## config.mk

```make
export PLATFORM = sky130hd
export DESIGN_NAME = trial_division_factorizer
export DESIGN_NICKNAME = d
export VERILOG_FILES = /design/src/design/tdf_pkg.sv /design/src/design/tdf_div.sv /design/src/design/trial_division_factorizer.sv
export SDC_FILE = /design/constraint.sdc
export NUM_CORES = 1
export LEC_CHECK = 0
export BUFFER_PORTS_ARGS = -buffer_cell sky130_fd_sc_hd__buf_2
export CAP_MARGIN = 15
export CORE_MARGIN = 5
export CORE_UTILIZATION = 40
export CTS_CLUSTER_DIAMETER = 50
export CTS_CLUSTER_SIZE = 25
export DETAILED_ROUTE_END_ITERATION = 10
export PLACE_DENSITY = 0.64
export SYNTH_ARGS = -nofsm -noshare
export SYNTH_HDL_FRONTEND = slang
export SYNTH_SLANG_ARGS = --single-unit
```

## constraint.sdc

```tcl
create_clock -name clk_i -period 8.5 [get_ports clk_i]
set_input_delay 1.7 -clock clk_i [delete_from_list [all_inputs] [get_ports clk_i]]
set_output_delay 1.7 -clock clk_i [all_outputs]
set_load 0.01 [all_outputs]
```

## src/design/tdf_pkg.sv

```systemverilog
// ----------------------------------------------------------------------------
// tdf_pkg
// Shared types and constants for the trial division factorizer: the status
// bundle from the iterative divider and the fixed starting values.
// ----------------------------------------------------------------------------
package tdf_pkg;

  // status from the shared divider to the sequencer
  typedef struct packed {
    logic done;   // quotient and remainder valid this cycle
    logic exact;  // remainder is zero
  } tdf_div_status_t;

  // first candidate divisor and its square
  localparam int unsigned FirstDivisor = 2;
  localparam int unsigned FirstSquare  = 4;

endpackage

```

## src/design/tdf_div.sv

```systemverilog
// ----------------------------------------------------------------------------
// tdf_div
// Iterative restoring divider, one quotient bit per cycle. Done is high once
// the division completes, with quotient and exactness.
// ----------------------------------------------------------------------------
module tdf_div #(
  parameter int unsigned DIVIDEND_BITS = 31,
  parameter int unsigned DIVISOR_BITS  = 17
) (
  input  logic                        clk_i,
  input  logic                        rst_ni,
  input  logic                        start_i,
  input  logic [DIVIDEND_BITS-1:0]    dividend_i,
  input  logic [DIVISOR_BITS-1:0]     divisor_i,
  output logic [DIVIDEND_BITS-1:0]    quotient_o,
  output tdf_pkg::tdf_div_status_t    status_o
);
  import tdf_pkg::*;

  localparam int unsigned CntBits = $clog2(DIVIDEND_BITS + 1);

  logic [DIVIDEND_BITS-1:0] shift_q, shift_d;
  logic [DIVISOR_BITS-1:0]  rem_q, rem_d;
  logic [DIVISOR_BITS-1:0]  dsor_q, dsor_d;
  logic [CntBits-1:0]       cnt_q, cnt_d;
  logic                     run_q, run_d;
  logic [DIVISOR_BITS:0]    trial;
  logic [DIVISOR_BITS:0]    diff;
  logic                     fits;

  // one restoring step: shift in next dividend bit and try to subtract
  assign trial = {rem_q, shift_q[DIVIDEND_BITS-1]};
  assign fits  = trial >= {1'b0, dsor_q};
  assign diff  = trial - {1'b0, dsor_q};

  always_comb begin
    shift_d = shift_q;
    rem_d   = rem_q;
    dsor_d  = dsor_q;
    cnt_d   = cnt_q;
    run_d   = run_q;
    if (start_i) begin
      shift_d = dividend_i;
      rem_d   = '0;
      dsor_d  = divisor_i;
      cnt_d   = CntBits'(DIVIDEND_BITS);
      run_d   = 1'b1;
    end else if (run_q) begin
      rem_d   = fits ? diff[DIVISOR_BITS-1:0] : trial[DIVISOR_BITS-1:0];
      shift_d = {shift_q[DIVIDEND_BITS-2:0], fits};
      cnt_d   = cnt_q - CntBits'(1);
      run_d   = (cnt_q != CntBits'(1));
    end
  end

  // control state
  always_ff @(posedge clk_i or negedge rst_ni) begin
    if (!rst_ni) begin
      run_q <= 1'b0;
      cnt_q <= '0;
    end else begin
      run_q <= run_d;
      cnt_q <= cnt_d;
    end
  end

  // datapath registers
  always_ff @(posedge clk_i) begin
    shift_q <= shift_d;
    rem_q   <= rem_d;
    dsor_q  <= dsor_d;
  end

  // done registered together with the last step's result
  logic done_q;
  always_ff @(posedge clk_i or negedge rst_ni) begin
    if (!rst_ni) begin
      done_q <= 1'b0;
    end else begin
      done_q <= run_q && !start_i && (cnt_q == CntBits'(1));
    end
  end

  assign quotient_o     = shift_q;
  assign status_o.done  = done_q;
  assign status_o.exact = (rem_q == '0);

endmodule

```

## src/design/trial_division_factorizer.sv

```systemverilog
// ----------------------------------------------------------------------------
// trial_division_factorizer
// Emits the prime factors of one request in ascending order, with repeats.
// ----------------------------------------------------------------------------
// A request is taken when start_i is high and busy_o is low. Each factor is
// shown for exactly one cycle with result_valid_o high, in ascending order,
// with last_o on the final one; the receiver cannot stall and must take each
// result in the cycle it is shown. Inputs 0 and 1 give one result with
// is_empty_o and last_o set in the cycle after the request, and busy_o stays
// low for them. Every candidate divisor d with d*d <= value is tried (stopping
// early once the cofactor is 1), and each trial is a bit-serial division in
// the shared divider, and a divisor that divides is tried once more after each
// division. busy_o drops in the cycle the last result is shown, so the next
// request can be taken in that cycle.
// ----------------------------------------------------------------------------
module trial_division_factorizer #(
  parameter int unsigned VALUE_BITS = 31
) (
  input  logic                  clk_i,
  input  logic                  rst_ni,
  input  logic                  start_i,
  output logic                  busy_o,
  input  logic [VALUE_BITS-1:0] value_i,
  output logic                  result_valid_o,
  output logic [VALUE_BITS-1:0] factor_o,
  output logic                  is_empty_o,
  output logic                  last_o
);
  import tdf_pkg::*;

  localparam int unsigned DivBits = (VALUE_BITS + 1) / 2 + 1;
  localparam int unsigned SqBits  = VALUE_BITS + 1;

  localparam logic [1:0] StIdle = 2'd0;
  localparam logic [1:0] StTest = 2'd1;
  localparam logic [1:0] StDiv  = 2'd2;

  logic [1:0]            state_q, state_d;
  logic [VALUE_BITS-1:0] original_q, original_d;
  logic [VALUE_BITS-1:0] remaining_q, remaining_d;
  logic [DivBits-1:0]    divisor_q, divisor_d;
  logic [SqBits-1:0]     square_q, square_d;
  logic                  div_start_q, div_start_d;
  logic                  res_valid_q, res_valid_d;
  logic [VALUE_BITS-1:0] res_factor_q, res_factor_d;
  logic                  res_empty_q, res_empty_d;
  logic                  res_last_q, res_last_d;

  logic [VALUE_BITS-1:0] quotient;
  tdf_div_status_t       div_status;
  logic                  quot_is_one;

  // shared iterative divider: remaining / divisor
  tdf_div #(
    .DIVIDEND_BITS(VALUE_BITS),
    .DIVISOR_BITS (DivBits)
  ) u_div (
    .clk_i     (clk_i),
    .rst_ni    (rst_ni),
    .start_i   (div_start_q),
    .dividend_i(remaining_q),
    .divisor_i (divisor_q),
    .quotient_o(quotient),
    .status_o  (div_status)
  );

  assign quot_is_one = (quotient == VALUE_BITS'(1));

  // sequencer
  always_comb begin
    state_d      = state_q;
    original_d   = original_q;
    remaining_d  = remaining_q;
    divisor_d    = divisor_q;
    square_d     = square_q;
    div_start_d  = 1'b0;
    res_valid_d  = 1'b0;
    res_factor_d = res_factor_q;
    res_empty_d  = res_empty_q;
    res_last_d   = res_last_q;
    unique case (state_q)
      StIdle: begin
        if (start_i) begin
          original_d  = value_i;
          remaining_d = value_i;
          divisor_d   = DivBits'(FirstDivisor);
          square_d    = SqBits'(FirstSquare);
          if (value_i < VALUE_BITS'(2)) begin
            // no factors: single empty result
            res_valid_d  = 1'b1;
            res_factor_d = '0;
            res_empty_d  = 1'b1;
            res_last_d   = 1'b1;
          end else begin
            state_d = StTest;
          end
        end
      end
      StTest: begin
        if ((square_q <= {1'b0, original_q}) && (remaining_q > VALUE_BITS'(1))) begin
          div_start_d = 1'b1;
          state_d     = StDiv;
        end else begin
          // leftover cofactor is prime and closes the run
          res_valid_d  = 1'b1;
          res_factor_d = remaining_q;
          res_empty_d  = 1'b0;
          res_last_d   = 1'b1;
          remaining_d  = VALUE_BITS'(1);
          state_d      = StIdle;
        end
      end
      StDiv: begin
        if (div_status.done) begin
          if (div_status.exact) begin
            // divisor divides: emit it and divide it out
            remaining_d  = quotient;
            res_valid_d  = 1'b1;
            res_factor_d = VALUE_BITS'(divisor_q);
            res_empty_d  = 1'b0;
            res_last_d   = quot_is_one;
            state_d      = quot_is_one ? StIdle : StTest;
          end else begin
            // next candidate, (d+1)^2 = d^2 + 2d + 1
            divisor_d = divisor_q + DivBits'(1);
            square_d  = square_q + SqBits'({divisor_q, 1'b1});
            state_d   = StTest;
          end
        end
      end
      default: begin
        state_d = StIdle;
      end
    endcase
  end

  // control state
  always_ff @(posedge clk_i or negedge rst_ni) begin
    if (!rst_ni) begin
      state_q     <= StIdle;
      div_start_q <= 1'b0;
      res_valid_q <= 1'b0;
    end else begin
      state_q     <= state_d;
      div_start_q <= div_start_d;
      res_valid_q <= res_valid_d;
    end
  end

  // working and result payload registers
  always_ff @(posedge clk_i) begin
    original_q   <= original_d;
    remaining_q  <= remaining_d;
    divisor_q    <= divisor_d;
    square_q     <= square_d;
    res_factor_q <= res_factor_d;
    res_empty_q  <= res_empty_d;
    res_last_q   <= res_last_d;
  end

  assign busy_o         = (state_q != StIdle);
  assign result_valid_o = res_valid_q;
  assign factor_o       = res_factor_q;
  assign is_empty_o     = res_empty_q;
  assign last_o         = res_last_q;

endmodule

```

# [After elaboration in Yosys (flattened, before gate mapping)]
# Index checks and enable logic that the tools add are counted.
[op_classes] magnitude_cmp=4 n_eq_ne=12 n_reduce_logical=15 n_mux=51 n_addsub=4
[ops] cell="$mux 31" n=11
[ops] cell="$pmux 31 s3" n=2
[ops] cell="$mux 32" n=3
[ops] cell="$mux 17" n=4
[ops] cell="$pmux 32 s2" n=1
[ops] cell="$pmux 17 s2" n=1
[ops] cell="$add 32x18->32" n=1
[ops] cell="$le 32x31->1" n=1
[ops] cell="$eq 31x1->1 const B" n=1
[ops] cell="$gt 31x1->1 const B" n=1
[ops] cell="$lt 31x2->1 const B" n=1
[ops] cell="$mux 1" n=19
[ops] cell="$ge 18x17->1" n=1
[ops] cell="$add 17x1->17 const B" n=1
[ops] cell="$logic_not 17->1" n=1
[ops] cell="$sub 17x17->17" n=1
[ops] cell="$ne 2x2->1 const B" n=6
[ops] cell="$mux 5" n=2
[ops] cell="$pmux 1 s3" n=3
[ops] cell="$mux 2" n=4
[ops] cell="$pmux 2 s3" n=1
[ops] cell="$reduce_and 6->1" n=1
[ops] cell="$reduce_bool 2->1" n=3
[ops] cell="$eq 5x1->1 const B" n=1
[ops] cell="13 further kinds" n=15
[totals] elab_cells=102 in_bits=34 regBits=220 out_inout_bits=35

# [Depth between registers and ports, before layout]
# Gate-level depths: netlist of the first run.
[logic_depth] ltp_word=5 mapped_depth=10 ltp_nobuf=9

# [By module]
# A second synthesis of the first run with hierarchy kept.
[hier_totals] cells_unflattened=1026 hier_area_um2=11939.0
[modules_own_cells] mod="trial_division_factorizer" area_each_um2=8055.2 cells_each=685 seq_area_each_um2=4424.2 n_inst=1
[modules_own_cells] mod="tdf_div" area_each_um2=3883.7 cells_each=341 seq_area_each_um2=1956.9 n_inst=1

# [Worst setup path after synthesis of the first run]
# OpenSTA, ideal clock, no wires.
[synth_timing] kind="in2reg" startpoint="input start_i" endpoint="register divisor_q[0] (enable)" t_required_ns=8.028 n_path_buf=0 stages=2 arrival_time_ns=4.145 setup_slack_ns=3.883 setup_ns=0.472 cell_sequence="nor2_1 a21oi_1"
[synth_via] elab_chain_len=2
[synth_rtl] item="start: declaration" line_no="trial_division_factorizer.sv:21" text="input logic start_i,"
[synth_rtl] item="$ne 2x2->1 (no line)"
[synth_rtl] item="$reduce_and 4->1 (no line)"
[synth_rtl] item="end signal: assignment" line_no="trial_division_factorizer.sv:154" text="divisor_q <= divisor_d;"
[synth_rtl] item="end: declaration" line_no="trial_division_factorizer.sv:41" text="logic [DivBits-1:0] divisor_q, divisor_d;"
# Every way passes these cells.
# A chain may end at the register's enable or synchronous reset.

# [Worst setup path in the final report of the first run]
[layout_timing] startpoint="input value_i[30]" endpoint="register res_factor_q[1] (netlist: factor_o[1]) (enable)"
[layout_via] elab_chain_len=3
[layout_rtl] item="start: declaration" line_no="trial_division_factorizer.sv:23" text="input logic [VALUE_BITS-1:0] value_i,"
[layout_rtl] item="$lt 31x2->1" line_no="trial_division_factorizer.sv:88" text="if (value_i < VALUE_BITS'(2)) begin"
[layout_rtl] item="$ne 2x2->1 (no line)"
[layout_rtl] item="$reduce_and 6->1 (no line)"
[layout_rtl] item="end signal: assignment" line_no="trial_division_factorizer.sv:156" text="res_factor_q <= res_factor_d;"
[layout_rtl] item="end: declaration" line_no="trial_division_factorizer.sv:45" text="logic [VALUE_BITS-1:0] res_factor_q, res_factor_d;"
# Every way passes these cells.

==> run metrics, run 1 <==
area of the multi-input gates=0.00541 mm²; post-route minimum period=approximately 3800 ps; dpl cell area=between 0.01 and 0.015 mm²; syn_nets=1201; Final period util=44.1%; Final Util=a little under half; Slew Limit Fails=0; Mapped Area=approximately 0.012 mm²; # IOs=69; post-CTS setup buffer count=0; Root Buffer=clkbuf_16; number of enable flip-flop cells after synthesis=192; GP Congestion=0.887; DP HPWL=23700 µm; startpoint types=primary input; post-cts sizing count=0; endpoint class of the critical path=register; Hold Path Class=register to register; slew margin rel.=between 20% and 30%; Worst Tran Pin Value=~1100 ps; status=completed; sequential area share after synthesis=between 50% and 60%; Register Area=~0.0064 mm²; first-pass GRT wire length=approximately 50000 µm; PwrDens=433 mW/mm²; Setup Crit Path Kind=primary input to register; global route overflow=0; clock sink count=220; Cell variety after synth=82; Most used DFF post-synth=edfxtp_1; RSZ-0062 raised after global routing=false; Die X=~180 µm; Pre-antenna DRT Iters=6; Max FO, Critical Path=33; DR WL/cell=20.9 µm; post-synthesis cell count=about 1.1k; max_cap viols=0; Syn Area/Cell=~11 µm²; gr usage total=about a fifth; Hold Buf Count CTS=0; via count=9034; initial DRC count=around 910; CP required=roughly 8700 ps; Filler Cell Count=2808; # DRC=0; Fin. Hold Viols=0; initial cell density of the core=about two fifths; CTS tree=built; setup TNS=0 ps; full die area=approximately 0.034 mm²; CTS max path bufs=3; design area=roughly 0.014 mm²; # port buffers=between 60 and 70; synth top area cells=edfxtp_1 (47%), ha_1 (7.5%), nand2_1 (3.1%); synth-to-layout area growth=13.5%; Arrival @ worst endpoint=3910 ps; post-synth top area cell=edfxtp_1; area share of the largest cell type after synthesis=a little under half; clk_skew=about 25 ps; peak supply drop=about 0.24 mV; pin count of the biggest net entering global routing=63; vias in the first global route=around 8.7k; Core ar.=about 0.030 mm²; initial antenna violation count=1; Die Y-Extent=about 180 µm; Via density=5.75; Detailed Route WL=~33000 µm; H-Tree Depth=1; # setup viols final=0; total CTS buffers=27; Leak=around 5.4 nW; fraction of layout cells with a size suffix above 1=roughly 16%; fmax=267 MHz; Reg clk slew, reported paths=around 60 ps; standard-cell row count=64; Final #Nets=1261; Syn. warnings=0; ANT nets after route=0; number of synthesized register bits=220; worst skew pair latency=between 500 and 600 ps; ys async rst share=approximately 5.0%
area by class of cell:
cell class | instances | area share [%]
inverters | 64 | 1.73
well taps | 396 | 3.58
flip-flops and latches | 220 | 46.1
clock buffers | 29 | 4.93
clock inverters | 21 | 1.66
multi-input cells | 762 | 39.0
diodes | 1 | 0.0181
repair buffers | 77 | 2.95
cells in the mapped netlist (all sizes together) (8+ instances only):
| cell type | count |
|---|---|
| mux2 | 31 |
| inv | 64 |
| o21ai | 46 |
| a31oi | 8 |
| nand4 | 20 |
| dfxtp | 17 |
| dfrtp | 11 |
| nand3 | 38 |
| mux2i | 18 |
| clkbuf | 33 |
| edfxtp | 192 |
| a21o | 23 |
| xor2 | 24 |
| nor4 | 28 |
| and3 | 32 |
| a21oi | 43 |
| nor3 | 16 |
| a211oi | 8 |
| nand2b | 23 |
| ha | 73 |
| nor2 | 65 |
| buf | 13 |
| o2bb2ai | 32 |
| nand2 | 101 |
| a22o | 18 |
| xnor2 | 13 |
placed cells by master (no fill, tap or decap), drive strengths merged, types with 16 or more instances in the layout:
| cell | n |
|---|---|
| o21ai | 46 |
| nand3 | 38 |
| nor3 | 16 |
| nor2 | 65 |
| nor4 | 28 |
| and3 | 32 |
| edfxtp | 192 |
| dfxtp | 17 |
| a21o | 23 |
| xor2 | 24 |
| a21oi | 43 |
| a22o | 18 |
| nand2b | 23 |
| inv | 73 |
| o2bb2ai | 32 |
| mux2i | 18 |
| buf | 77 |
| mux2 | 31 |
| clkbuf | 29 |
| nand2 | 101 |
| ha | 73 |
| nand4 | 20 |
flip-flops by register name, indices dropped and copies added, names as in the netlist:
signal,flops
remaining_q,31
div_start_q,1
is_empty_o,1
last_o,1
result_valid_o,1
u_div.done_q,1
divisor_q,17
u_div.dsor_q,17
u_div.quotient_o,31
original_q,31
square_q,32
u_div.rem_q,17
u_div.cnt_q,5
state_q,2
factor_o,31
u_div.run_q,1
path summary, 6_finish.rpt:
check | from | to | slack, ps | depth (start not counted)
max in group asynchronous | rst_ni | div_start_q | 7270 | 1
setup reg to reg | square_q[27] | remaining_q[30] | 5030 | 8
setup / recovery | value_i[30] | factor_o[1] | 4750 | 5
min in group asynchronous | rst_ni | u_div.cnt_q[2] | 1010 | 1
hold / removal | u_div.cnt_q[4] | u_div.cnt_q[4] | 520 | 2
hold reg to reg | u_div.cnt_q[4] | u_div.cnt_q[4] | 520 | 2
worst max-delay path, stage by stage:
cell and delay (ps):
buf_2 110, nor4_1 750, nand4_1 300, nor2_1 250, o2111a_2 770
routing by layer:
metal / global-route usage [%] / share of wire, %
met2: 30.7 / 47
met4: 5.70 / 3.2
met1: 26.0 / 43
met5: 0 / 0
met3: 3.37 / 7.1
stage by stage:
stage                     hold slack, ps  std cells  power, W  setup slack (ps)
after floorplan                      481       1092   0.00399              3880
after CTS                            520       1568   0.00599              4780
after global placement               502       1518   0.00477              4330
final                                524       1570   0.00599              4750
after global routing                 549       1569   0.00637              4670
after detailed placement             500       1518   0.00481              4240
cell families (layout without fill, tap and decap cells):
| logic type | Yosys count | after routing | synth area share, % |
|---|---|---|---|
| DFF | 220 | 220 | 52.3 |
| buffers and inverters | 110 | 191 | 3.51 |
| muxes | 49 | 49 | 4.34 |
| other | 0 | 1 | 0 |
| and+or+nand+nor | 360 | 360 | 14.9 |
| adders and majority gates | 75 | 75 | 7.81 |
| AOI/OAI and AO/OA | 241 | 241 | 14.5 |
| xor gates and xnor gates | 37 | 37 | 2.66 |
where the power goes:
group	total, W	switching (W)	leakage, nW	internal, W
clock network	0.00116	0.000516	0.436	0.000643
logic	0.00250	0.00152	2.84	0.000978
registers	0.00233	0.000474	2.17	0.00186
Power figures use the tool's default switching activity.
==> run 2, diff against run 1 <==
Settings changed: ABC_AREA set to 1.
Clock period 8.5 ns to 3.6 ns, I/O delays scaled along.
==> run 2 against run 1 <==
Global-route usage decreased by 0.20 points; die area is 0.14% higher; utilization is 0.21 points higher; final area is 0.45% higher; clock skew barely moved; worst hold slack got worse by 480 ps; flip-flop and latch count did not move; register-to-register slack lost 4400 ps; combinational power grew to 2.6 times the previous value; non-clock buffer count up 1; sequential power increased by 130%.
==> run metrics, run 2 <==
Core ar.=between 0.03 and 0.04 mm²; ys async rst share=about 5.0%; Root Buffer=clkbuf_16; CP required=around 3800 ps; Pre-antenna DRT Iters=6; Syn Area/Cell=8.96 µm²; CTS max path bufs=3; setup TNS=0 ps; via count=roughly 10k; peak supply drop=0.438 mV; first-pass GRT wire length=50700 µm; startpoint types=register; worst skew pair latency=540 ps; post-route minimum period=2980 ps; slew margin rel.=35.3%; largest register by flop count=square_q; Setup crit start=square_q[30]; post-CTS setup buffer count=0; DP HPWL=about 25000 µm; FF-to-FF setup slack=620 ps; # IOs=69; Slew Limit Fails=0; Detailed Route WL=between 30000 and 40000 µm; pin count of the biggest net entering global routing=about 60; count leader, synth=nand2_1; ANT nets after route=0; PwrDens=roughly 1100 mW/mm²; synth top area cells=edfxtp_1 (47%), nand2_1 (8.7%), ha_1 (7.5%); number of synthesized register bits=220; total CTS buffers=26; RSZ-0062 raised after global routing=false; number of enable flip-flop cells after synthesis=about 190; worst r2r src=square_q[30]; Most used DFF post-synth=edfxtp_1; max reg flops=32; clock sink count=220; Die X=between 150 and 200 µm; Max FO, Critical Path=21; # port buffers=between 60 and 70; most frequent CP cell=nand2_1; Fin. Hold Viols=0; RR Endpoint=factor_o[2]; GP Congestion=0.949; Hold Path Class=primary input to asynchronous set/reset pin; Commonest cells post-synth=nand2_1 (282), inv_1 (207), edfxtp_1 (192), nor2_1 (111), o21ai_0 (105); Via density=~5.3; global route overflow=0; # setup viols final=0; clk_skew=25.2 ps; vias in the first global route=between 9k and 10k; standard-cell row count=64; Mapped Area=0.0122 mm²; Leak=about 6.0 nW; Critical Path Sink=factor_o[2]; Arrival @ worst endpoint=3220 ps; max_cap viols=0; Cell variety after synth=51; # DRC=0; CP max-delay cell=edfxtp_1; buffers and inverters on the worst path=2; Final #Nets=1549; most frequent cells in the layout=nand2_1 (282), inv_1 (206), edfxtp_1 (192); post-synthesis cell count=between 1k and 1.5k; initial antenna violation count=1; Diodes inserted=0; status=completed; endpoint class of the critical path=register; Setup Crit Path Kind=register to register; CTS tree=built; fmax=~340 MHz; initial DRC count=1058; CP top delay family=simple AND/OR/NAND/NOR gates; H-Tree Depth=1; initial cell density of the core=about two fifths; Syn. warnings=0; cells along the critical path=ha_1 -> inv_1 -> nor2_1 -> nand2_1 -> nor2_1 -> nand2_1 -> nor3b_1 -> nand2_1 -> nand2_1 -> nand2_1 -> nand3_1 -> nand2_1 -> nor2_4 -> buf_12; gr usage total=around a fifth; Crit path depth=14; Crit path largest cell delay=~440 ps; post-synth top area cell=edfxtp_1; DR WL/cell=approximately 17 µm; Final period util=between 80% and 90%; Hold Buf Count CTS=0; Reg2Reg Depth=14; Min Hold Slack=45.7 ps; post-cts sizing count=0; sequential area share after synthesis=a little over half; Worst Tran Pin Value=about 970 ps; synth-to-layout area growth=13.8%; area share of the largest cell type after synthesis=between 40% and 50%; Die Y-Extent=~180 µm; Reg clk slew, reported paths=around 70 ps; syn_nets=about 1.5k; fraction of layout cells with a size suffix above 1=about 11%; full die area=between 0.03 and 0.04 mm²; commonest non-fill, non-tap cell in the layout=nand2_1
## run 2: cell count changes after synthesis, sizes merged, moves of 31 or more
cell / previous run / this run
a21oi: 43 / 83
inv: 64 / 212
mux2: 31 / 0
nand2: 101 / 290
nand3: 38 / 93
nor2: 65 / 113
o21ai: 46 / 134
o2bb2ai: 32 / 0
## run 2: how the worst min path moves through the flow
stage / startpoint / endpoint / slack, ps / depth (start not counted)
5_1_grt: rst_ni / u_div.cnt_q[0] / 50 / 1
3_3_place_gp: u_div.rem_q[14] / u_div.rem_q[14] / 460 / 2
6_report: rst_ni / result_valid_o / 50 / 1
3_5_place_dp: u_div.rem_q[10] / u_div.rem_q[10] / 470 / 2
4_1_cts: rst_ni / result_valid_o / 40 / 1
2_1_floorplan: rst_ni / div_start_q / 420 / 0
## run 2: worst register-to-register path: stages (launching register included)
cell and delay [ps]:
edfxtp_1 440, ha_1 360, inv_1 50, nor2_1 80, nand2_1 60, nor2_1 130, nand2_1 90, nor3b_1 310
nand2_1 90, nand2_1 70, nand2_1 120, nand3_1 140, nand2_1 110, nor2_4 370, buf_12 230
## run 2: where the power goes
group          switching (W)  total [W]  internal [W]
Clock                0.00118    0.00272       0.00153
Combinational        0.00439    0.00651       0.00212
Sequential          0.000973    0.00541       0.00444
Total                0.00655     0.0146       0.00809
## run 2: metrics by stage
stage	instance area (µm²)	setup slack, ps	std cells	power (W)	util [%]
global placement	13000	759	1808	0.0118	42.9
CTS	13900	622	1856	0.0146	45.8
detailed placement	13000	657	1808	0.0119	42.9
finish	13900	624	1856	0.0146	45.8
floorplan	12200	170	1364	0.00980	-
global route	13900	322	1856	0.0158	45.8
## run 2: area by class of cell
type	instances	area, µm²
clock inverters	20	239
fillers	2871	16400
well taps	396	495
repair buffers	78	428
flip-flops and latches	220	6380
clock buffers	28	658
multi-input cells	901	4910
inverters	213	800
## run 2: routing by layer
metal  vias to the layer above  global-route usage [%]  share of wire [%]
li1                       4777                       -                  -
met1                      4613                    25.9                 44
met2                       333                    30.6                 46
met3                        64                    3.02                7.1
met4                         2                    5.31                2.5
met5                         -                       0              0.040
## run 2: cell families (layout without fill, tap and decap cells)
family          after synthesis  after routing  share of synthesized area [%]
simple gates                568            568                           20.5
compound gates              244            244                           10.8
flops                       220            220                           52.2
xor+xnor                     14             14                           1.00
fa+ha+maj                    75             75                           7.80
buf+inv                     243            339                           7.68
==> run 3, diff against run 2 <==
Settings changed: ABC_AREA 1 to 0, PLACE_DENSITY 0.64 to 0.66.
Clock period 3.6 ns to 2.42 ns, I/O delays scaled along.
==> run 3 against run 2 <==
Worst hold slack improved by 110 ps; utilization is 4.7 points higher; largest cell class unchanged; fmax rose by 11%; setup slack worse by 900 ps; the run now ends with negative setup slack left; critical endpoint is now factor_o[0]; largest power group unchanged; flip-flop and latch count is the same; critical path type unchanged; routed wire length up 7.3%; combinational power is 80% higher; final area grew 10%; sequential power grew 44%.
==> run metrics, run 3 (synthesis gave the netlist of run 1 again) <==
status=complete, but fails checks; failing checks=negative setup slack; Via density=5.69; Hold Path Sink=original_q[17]; CP required=between 2000 and 3000 ps; pin count of the biggest net entering global routing=61; clock sink count=between 200 and 250; vias in the first global route=9345; startpoint types=register; max reg flops=32; CTS max path bufs=3; post-route minimum period=2690 ps; Reg2Reg Depth=8; global route overflow=0; DP HPWL=25100 µm; Die X=185 µm; Fin. Hold Viols=0; RSZ-0062 raised after global routing=true; worst r2r src=square_q[22]; full die area=about 0.034 mm²; initial antenna violation count=0; initial DRC count=around 900; Pwr Total=~0.023 W; first-pass GRT wire length=52700 µm; H-Tree Depth=1; Hold Path Class=primary input to register; Die Y-Extent=approximately 180 µm; Max FO, Critical Path=18; Arrival @ worst endpoint=~2900 ps; ANT nets after route=0; Root Buffer=clkbuf_16; CTS tree=built; clk_skew=between 40 and 50 ps; RR Endpoint=factor_o[0]; PwrDens=1530 mW/mm²; slew margin rel.=between 50% and 60%; Pre-antenna DRT Iters=5; worst skew pair latency=550 ps; Worst Hold Launch=value_i[17]; Reg clk slew, reported paths=about 70 ps; Leak=between 6 and 7 nW; dpl cell area=0.0139 mm²; # DRC=0; via count=roughly 10k; commonest non-fill, non-tap cell in the layout=edfxtp_1; peak supply drop=roughly 0.66 mV; Final #Nets=roughly 1.4k; gr usage total=roughly a fifth; fmax=approximately 370 MHz; Core ar.=roughly 0.030 mm²; final worst slack=-272 ps; design area=about 0.015 mm²; DR WL/cell=~20 µm; endpoint class of the critical path=register; synth-to-layout area growth=25.6%; max_cap viols=0; # setup viols final=66; setup TNS=-14710 ps; DP Worst Slack=-312 ps; standard-cell row count=64; Detailed Route WL=roughly 35000 µm; hold depth=1; # IOs=69; initial cell density of the core=roughly two fifths; GP Congestion=around 0.91; Slew Limit Fails=0; fraction of layout cells with a size suffix above 1=between 20 and 30%; most frequent cells in the layout=edfxtp_1 (192), buf_4 (138), nand2_1 (101); FF-to-FF setup slack=-270 ps; Setup Crit Path Kind=register to register; Worst Tran Pin Value=slightly above 700 ps; # port buffers=68; largest register by flop count=square_q; Final period util=111%; total CTS buffers=26
run 3: cell types whose count changed in the layout (fill, tap and decap cells not counted), moves of 28 or more:
cell       change
o21ai_0       -74
buf_4        +129
mux2_2        +31
nand2_1      -181
inv_1        -144
nand3_1       -50
nor2_1        -46
a21oi_1       -46
and3_1        +28
o2bb2ai_1     +32
run 3: worst max-delay path: stages, from the launching register on:
cell	delay (ps)
edfxtp_1	420
ha_1	320
nand4_1	200
nor4_4	370
mux2i_2	330
o31ai_4	120
nand3_2	120
o2111a_2	290
buf_12	180
run 3: area by class of cell:
cell class / instances / area, µm²
sequential: 220 / 6380
clock inverter: 20 / 235
clock buffer: 28 / 658
timing repair buffer: 217 / 1580
inverter: 64 / 240
fill: 2688 / 15000
tap: 396 / 495
multi-input combinational: 762 / 5730
antenna: 1 / 2.50
run 3: how the worst max path moves through the flow:
stage                     slack (ps)  cells past startpoint               to          from
after floorplan                 -170                      7      factor_o[0]  square_q[18]
after global placement          -240                      8  remaining_q[11]  square_q[29]
after detailed placement        -310                      8  remaining_q[11]  square_q[29]
after CTS                       -240                      8      factor_o[6]  square_q[22]
after global routing            -350                      8      factor_o[0]  square_q[22]
final                           -270                      8      factor_o[0]  square_q[22]
run 3: metrics by stage:
step	instances	hold WS [ps]	utilization, %
after CTS	1693	133	49.3
after detailed placement	1640	369	46.0
after global placement	1640	361	46.0
after floorplan	1092	188	-
after global routing	1707	146	50.5
final	1708	160	50.5
run 3: metal layers:
metal | vias to the layer above | global-route usage, % | part of all wire, %
li1 | 4550 | - | -
met1 | 4712 | 28.1 | 44
met2 | 406 | 31.1 | 46
met3 | 57 | 3.59 | 7.5
met4 | 0 | 4.43 | 2.2
met5 | - | 0 | 0
run 3: repair_timing:
action / in CTS / in global routing
gates resized for setup: 24 / 49
hold buffers: 1 / 0
setup endpoints to repair: 100 / 115
setup buffers: 5 / 12
pin swaps: 12 / 26
gates cloned: 0 / 2
hold endpoints to repair: 11 / 0
run 3: power breakdown:
part / total, W / switching (W) / internal (W)
Combinational: 0.0117 / 0.00645 / 0.00525
Clock: 0.00398 / 0.00186 / 0.00213
Sequential: 0.00781 / 0.00133 / 0.00648
